## config.mk

```make
export PLATFORM = sky130hd
export DESIGN_NAME = bde_ctrl
export DESIGN_NICKNAME = d
export VERILOG_FILES = /design/src/bde_pkg.sv /design/src/bde_ctrl.sv
export SDC_FILE = /design/constraint.sdc
export NUM_CORES = 1
export LEC_CHECK = 0
export BUFFER_PORTS_ARGS = -buffer_cell sky130_fd_sc_hd__buf_4
export CAP_MARGIN = 40
export CORE_MARGIN = 1.5
export CORE_UTILIZATION = 31
export DETAILED_ROUTE_END_ITERATION = 10
export PLACE_DENSITY_LB_ADDON = 0.25
export SETUP_SLACK_MARGIN = 0.3
export SYNTH_ARGS = -nofsm -noshare
export SYNTH_HDL_FRONTEND = slang
export SYNTH_SLANG_ARGS = --single-unit
export TNS_END_PERCENT = 1
```

## constraint.sdc

```tcl
create_clock -name clk -period 2.35 [get_ports clk]
set_input_delay 0.235 -clock clk [delete_from_list [all_inputs] [get_ports clk]]
set_output_delay 0.235 -clock clk [all_outputs]
set_load 0.01 [all_outputs]
```

## src/bde_pkg.sv

```systemverilog
`timescale 1ns / 1ps
package bde_pkg;

	localparam int VALUE_W   = 17;
	localparam int WEIGHT_W  = 17;
	localparam int WIDX_W    = 5;
	localparam int DEG_W     = 5;
	localparam int DENS_W    = 22;
	localparam int APB_AW    = 2;
	localparam int APB_DW    = 32;

	localparam logic [DENS_W-1:0] DENSITY_MAX = 22'd2097152;

	// input item kinds
	localparam logic KIND_WRITE = 1'b0;
	localparam logic KIND_EVAL  = 1'b1;

	// register map (byte addresses)
	localparam logic [APB_AW-1:0] ADDR_DEGREE = 2'd0;

	typedef struct packed {
		logic wr_en;    // store one weight
		logic load_en;  // copy weights into the cell row, latch point
		logic step_en;  // advance the row one de Casteljau level
		logic scale_en; // scale by m+1, saturate, fill output register
	} bde_cmd_t;

endpackage

```

## src/bde_ctrl.sv

```systemverilog
`timescale 1ns / 1ps
module bde_ctrl
	import bde_pkg::*;
(
	input  logic             clk,
	input  logic             arst_n,
	input  logic             in_valid,
	input  logic             in_kind,
	output logic             in_ready,
	output logic             out_valid,
	input  logic             out_ready,
	input  logic [DEG_W-1:0] m_sat,
	output bde_cmd_t         cmd
);

	typedef enum logic [1:0] {
		ST_IDLE,
		ST_STEP,
		ST_SCALE
	} state_t;

	state_t           state_q;
	logic [DEG_W-1:0] cnt_q;
	logic [DEG_W-1:0] m_q;
	logic             out_valid_q;
	logic             in_beat;
	logic             out_free;

	assign in_ready  = (state_q == ST_IDLE);
	assign in_beat   = in_valid && in_ready;
	assign out_valid = out_valid_q;
	assign out_free  = !out_valid_q || out_ready;

	always_comb begin
		cmd.wr_en    = in_beat && (in_kind == KIND_WRITE);
		cmd.load_en  = in_beat && (in_kind == KIND_EVAL);
		cmd.step_en  = (state_q == ST_STEP);
		cmd.scale_en = (state_q == ST_SCALE) && out_free;
	end

	always_ff @(posedge clk or negedge arst_n) begin
		if (!arst_n) begin
			state_q     <= ST_IDLE;
			cnt_q       <= '0;
			m_q         <= '0;
			out_valid_q <= 1'b0;
		end else begin
			// fill on scale, drop once the beat is taken
			if (cmd.scale_en) begin
				out_valid_q <= 1'b1;
			end else if (out_ready) begin
				out_valid_q <= 1'b0;
			end
			case (state_q)
				ST_IDLE: begin
					if (in_beat && (in_kind == KIND_EVAL)) begin
						m_q   <= m_sat;
						cnt_q <= '0;
						state_q <= (m_sat == '0) ? ST_SCALE : ST_STEP;
					end
				end
				ST_STEP: begin
					cnt_q <= cnt_q + 1'b1;
					if (cnt_q == m_q - 1'b1) begin
						state_q <= ST_SCALE;
					end
				end
				ST_SCALE: begin
					if (out_free) begin
						state_q <= ST_IDLE;
					end
				end
				default: begin
					state_q <= ST_IDLE;
				end
			endcase
		end
	end

`ifndef SYNTHESIS
	a_cnt_bound: assert property (@(posedge clk) disable iff (!arst_n)
		(state_q == ST_STEP) |-> (cnt_q < m_q))
		else $error("step count ran past degree");
	a_cmd_excl: assert property (@(posedge clk) disable iff (!arst_n)
		!(cmd.wr_en && cmd.load_en) && !(cmd.step_en && cmd.scale_en))
		else $error("conflicting datapath commands");
	a_scale_fill: assert property (@(posedge clk) disable iff (!arst_n)
		cmd.scale_en |=> out_valid_q)
		else $error("scaled result not presented");
	a_no_overwrite: assert property (@(posedge clk) disable iff (!arst_n)
		(out_valid_q && !out_ready) |-> !cmd.scale_en)
		else $error("pending result overwritten");
`endif

endmodule

```

==> flow_results.org <==
** Synth
- The synthesized design contains 13 register bits.
- Counting flops with an async set or reset pin after synthesis yields a share of 100%.
- By area the synthesized netlist is led by sky130_fd_sc_hd__dfrtp_1 (45%), sky130_fd_sc_hd__mux2_2 (6.2%), sky130_fd_sc_hd__xor2_1 (4.8%).
- Number of enable flip-flop cells after synthesis :: 0
- Of the synthesized area, sequential elements account for roughly 45%.
- In the synthesized netlist the dominant register cell turns out to be sky130_fd_sc_hd__dfrtp_1.
- Number of standard cells after synthesis :: 72
- The synthesized design spends more area on one cell type than any other, namely sky130_fd_sc_hd__dfrtp_1.
- Share of Yosys cell area claimed by the top area cell type :: 44.6%
- Total standard cell area after synthesis :: 729 um^2
- Synthesis instantiated 26 different standard cells from the library.
- Synth warnings :: 0
- Each instance of the synthesized netlist takes up on average a little over 10 um^2.
- Counting every net in the synthesized netlist gives 84.

** Clock tree
- Clock-pin slew on the worst setup and hold paths :: roughly 80 ps
- TritonCTS built the clock tree.
- Buffers inserted during clock tree synthesis total 3.
- Skew-Pair Late Insertion Delay :: 280 ps
- The number of gates resized after CTS was 0.
- CTS built an H-tree with a depth of 1.
- The clock drives 13 sinks.
- Buffers inserted to repair hold after CTS numbered 1.
- Clock Tree Root :: sky130_fd_sc_hd__clkbuf_4
- In this run the deepest clock path goes through 2 buffers.
- Post-CTS timing repair inserted 0 buffers for setup.

** Floorplan
- Rows :: 17
- The core region is ~2200 um^2.
- 16 I/O pins were placed.
- The die covers 2650 um^2.
- From left edge to right edge, the die measures 51.5 um.
- Initial standard-cell utilization of the core :: 33.0%
- Chip height :: 51.5 um

** STA
- Relative slew slack :: 79.8%
- The clock arrives with 6.50 ps of skew.
- Number of endpoints failing setup at the final stage :: 0
- The count of final hold-check violations was 0.
- Dividing the final minimum period by the clock period gives 71.6%.
- Worst-margin pin slew :: 302 ps
- Unrepaired setup endpoints after global routing :: no
- Pins over their slew limit :: 0
- Post-layout minimum cycle time :: roughly 1700 ps
- Setup_tns :: 0 ps
- Fmax achieved :: 594 MHz

** Job
- Max-cap violation count :: 0

** Drt
- Detailed-route wire length :: 1470 um
- 1st-pass router iterations :: 4
- For this run, design rule violations remaining after detail routing come to 0.
- DRT antenna net count :: 0
- Sum of met3 wire segment lengths after detailed routing :: approximately 110 um
- Count of vias placed by the detailed router :: ~600
- Routed wire per std cell :: ~12 um
- DR WL met2 :: 647 um
- Top Metal Used :: met4
- In this run, the number of DRC markers left after iteration 0 of detailed routing was 4.
- After detailed routing, the number of vias per cell comes to 5.08.
- Wire length on met1 :: just over 700 um

** Critical path
- The worst setup path is launched from a flop.
- The worst register-to-register path begins at m_q[0]$_DFFE_PN0P_.
- Req. time, crit path :: 2510 ps
- Worst endpoint data arrival time :: roughly 1800 ps
- R2R setup slack :: 670 ps
- Traced cell by cell, the critical path runs through inv_1 > ha_1 > nor2b_1 > or3_1 > a311oi_2 > o21ai_0.
- Critical path startpoint :: m_q[0]$_DFFE_PN0P_
- On the critical path, the stage with the largest delay is an instance of sky130_fd_sc_hd__dfrtp_1.
- Class of the most critical setup path :: flop to flop
- Crit path capture type :: flop
- For this run, the slowest stage of the critical path takes roughly 380 ps.
- In this run the critical register-to-register path is captured at state_q[0]$_DFFE_PN0P_.
- Number of cells traversed by the worst register-to-register path :: 6
- Critical Path Fanout Max :: 4
- End of the critical path :: state_q[0]$_DFFE_PN0P_

** Placement
- The congestion estimate from routability-driven global placement came to 0.748.
- The wire-length estimate of the detail-placed layout is 1100 um.
- After detailed placement, the total cell area comes to 868 um^2.
- Buffers placed on the I/O ports in this run total 15.

** Global routing
- After global routing the overflow that remains totals 0.
- Number of antenna violations at the first check in global routing :: 0
- Entering global routing, the biggest net connects 15 pins.
- All-Layer GR Usage :: 13.4%
- The number of global-route vias before repair was between 500 and 600.
- Wire length of the first global-routing pass :: 2620 um

** Finish
- The repair_antennas step left the layout with diodes totalling 0.
- The post-route netlist has between 20 and 30% of its cells at a drive strength greater than 1.
- Synth-to-layout area growth :: 24.0%
- Number of nets in the layout :: 103
- The finished cells cover 905 um^2.

** Power and ir drop
- Switching power total :: 0.000456 W
- Sequential fraction of design power :: 39.2%
- Relative contribution of combinational cells to total power :: 48.8%
- The worst-case IR drop observed on VDD is 0.000608 V.
- Pint :: 0.000696 W
- For this design the ratio of total power to cell area is between 1000 and 1500 nW/um^2.
- Net switching is 39.6% of the power.
- The clock network burns 12.0% of the power.
- For this design the static power due to leakage is 0.401 nW.

** Worst hold path
- The path class of the tightest hold or removal check is input port to flop.

** Run status
- Status :: completed
==> critical path: cells and delay by family (launching register included) <==
family | cells | cell delay, ps
adders and majority gates | 1 | 220
buffers and inverters | 1 | 70
DFF | 1 | 380
AOI/OAI and AO/OA | 2 | 400
and+or+nand+nor | 2 | 490
==> metal layers <==
layer	track usage, %	vias to the layer above
met5	0	-
met4	2.63	0
met3	5.17	2
met2	21.2	22
met1	17.4	281
li1	-	294
==> final cells by class <==
cell class,count,area [um^2]
Fill cell,237,1310
Clock buffer,4,26.3
Multi-Input combinational cell,54,384
Sequential cell,13,325
Timing Repair Buffer,16,123
Inverter,3,11.3
Tap cell,28,35.0
==> state kept, by name, indices dropped and copies added, names as in the netlist <==
| signal | cells |
|---|---|
| state_q | 2 |
| m_q | 5 |
| cnt_q | 5 |
| out_valid | 1 |
==> cell usage in the layout, fill, tap and decap left out, types with 2 or more instances in the layout <==
cell type | netlist | routed
sky130_fd_sc_hd__inv_1 | 3 | 3
sky130_fd_sc_hd__buf_4 | 0 | 15
sky130_fd_sc_hd__nand2_1 | 7 | 7
sky130_fd_sc_hd__xor2_1 | 4 | 4
sky130_fd_sc_hd__mux2_2 | 4 | 4
sky130_fd_sc_hd__nand2b_1 | 3 | 3
sky130_fd_sc_hd__ha_1 | 2 | 2
sky130_fd_sc_hd__xnor2_1 | 3 | 3
sky130_fd_sc_hd__o22ai_1 | 2 | 2
sky130_fd_sc_hd__dfrtp_1 | 13 | 13
sky130_fd_sc_hd__nand3_1 | 2 | 2
sky130_fd_sc_hd__o21ai_0 | 6 | 6
sky130_fd_sc_hd__nor2b_1 | 3 | 3
sky130_fd_sc_hd__and4bb_2 | 2 | 2
sky130_fd_sc_hd__clkbuf_4 | 0 | 3
sky130_fd_sc_hd__o2bb2ai_1 | 2 | 2
sky130_fd_sc_hd__nor2_1 | 5 | 5
==> Yosys cell counts (3+ instances only) <==
| master | number |
|---|---|
| sky130_fd_sc_hd__dfrtp_1 | 13 |
| sky130_fd_sc_hd__mux2_2 | 4 |
| sky130_fd_sc_hd__nand2b_1 | 3 |
| sky130_fd_sc_hd__nor2b_1 | 3 |
| sky130_fd_sc_hd__nor2_1 | 5 |
| sky130_fd_sc_hd__o21ai_0 | 6 |
| sky130_fd_sc_hd__inv_1 | 3 |
| sky130_fd_sc_hd__xnor2_1 | 3 |
| sky130_fd_sc_hd__nand2_1 | 7 |
| sky130_fd_sc_hd__xor2_1 | 4 |
==> kinds of logic (layout without fill, tap and decap cells) <==
logic type                 after synthesis  count (layout)  synth area share, %
DFF                                     13              13                 44.6
adders and majority gates                2               2                 3.43
AOI/OAI and AO/OA                       15              15                 14.6
buffers and inverters                    5              23                 2.74
muxes                                    4               4                 6.17
xor gates and xnor gates                 7               7                 8.40
and+or+nand+nor                         26              26                 20.1
==> per-stage QoR <==
stage          power [W]  util (%)  cells  hold WS, ps  setup WS [ps]
2_1_floorplan   0.000861         -     72        -60.6            763
3_3_place_gp     0.00101      39.3    113         91.7            734
3_5_place_dp     0.00102      39.3    113         90.1            652
4_1_cts          0.00117      40.9    118          175            646
5_1_grt          0.00126      40.9    118          202            546
6_report         0.00115      40.9    118          183            668
==> worst min-delay path by stage <==
stage                     cells after the start      from                   end
final                                         3  m_sat[0]    m_q[0]$_DFFE_PN0P_
after global routing                          3  m_sat[0]    m_q[0]$_DFFE_PN0P_
after CTS                                     3  m_sat[0]    m_q[0]$_DFFE_PN0P_
after detailed placement                      1    arst_n  cnt_q[2]$_DFFE_PN0P_
after global placement                        1    arst_n  cnt_q[2]$_DFFE_PN0P_
after floorplan                               0    arst_n  cnt_q[0]$_DFFE_PN0P_
==> power by group through the flow <==
stage | Sequential [W] | Clock, W | Combinational, W
5_1_grt | 0.000478 | 0.000149 | 0.000636
4_1_cts | 0.000454 | 0.000144 | 0.000572
3_5_place_dp | 0.000458 | 0 | 0.000566
2_1_floorplan | 0.000426 | 0 | 0.000434
6_report | 0.000451 | 0.000138 | 0.000563
3_3_place_gp | 0.000455 | 0 | 0.000557
Note: power is estimated with default switching activity, not from simulation.
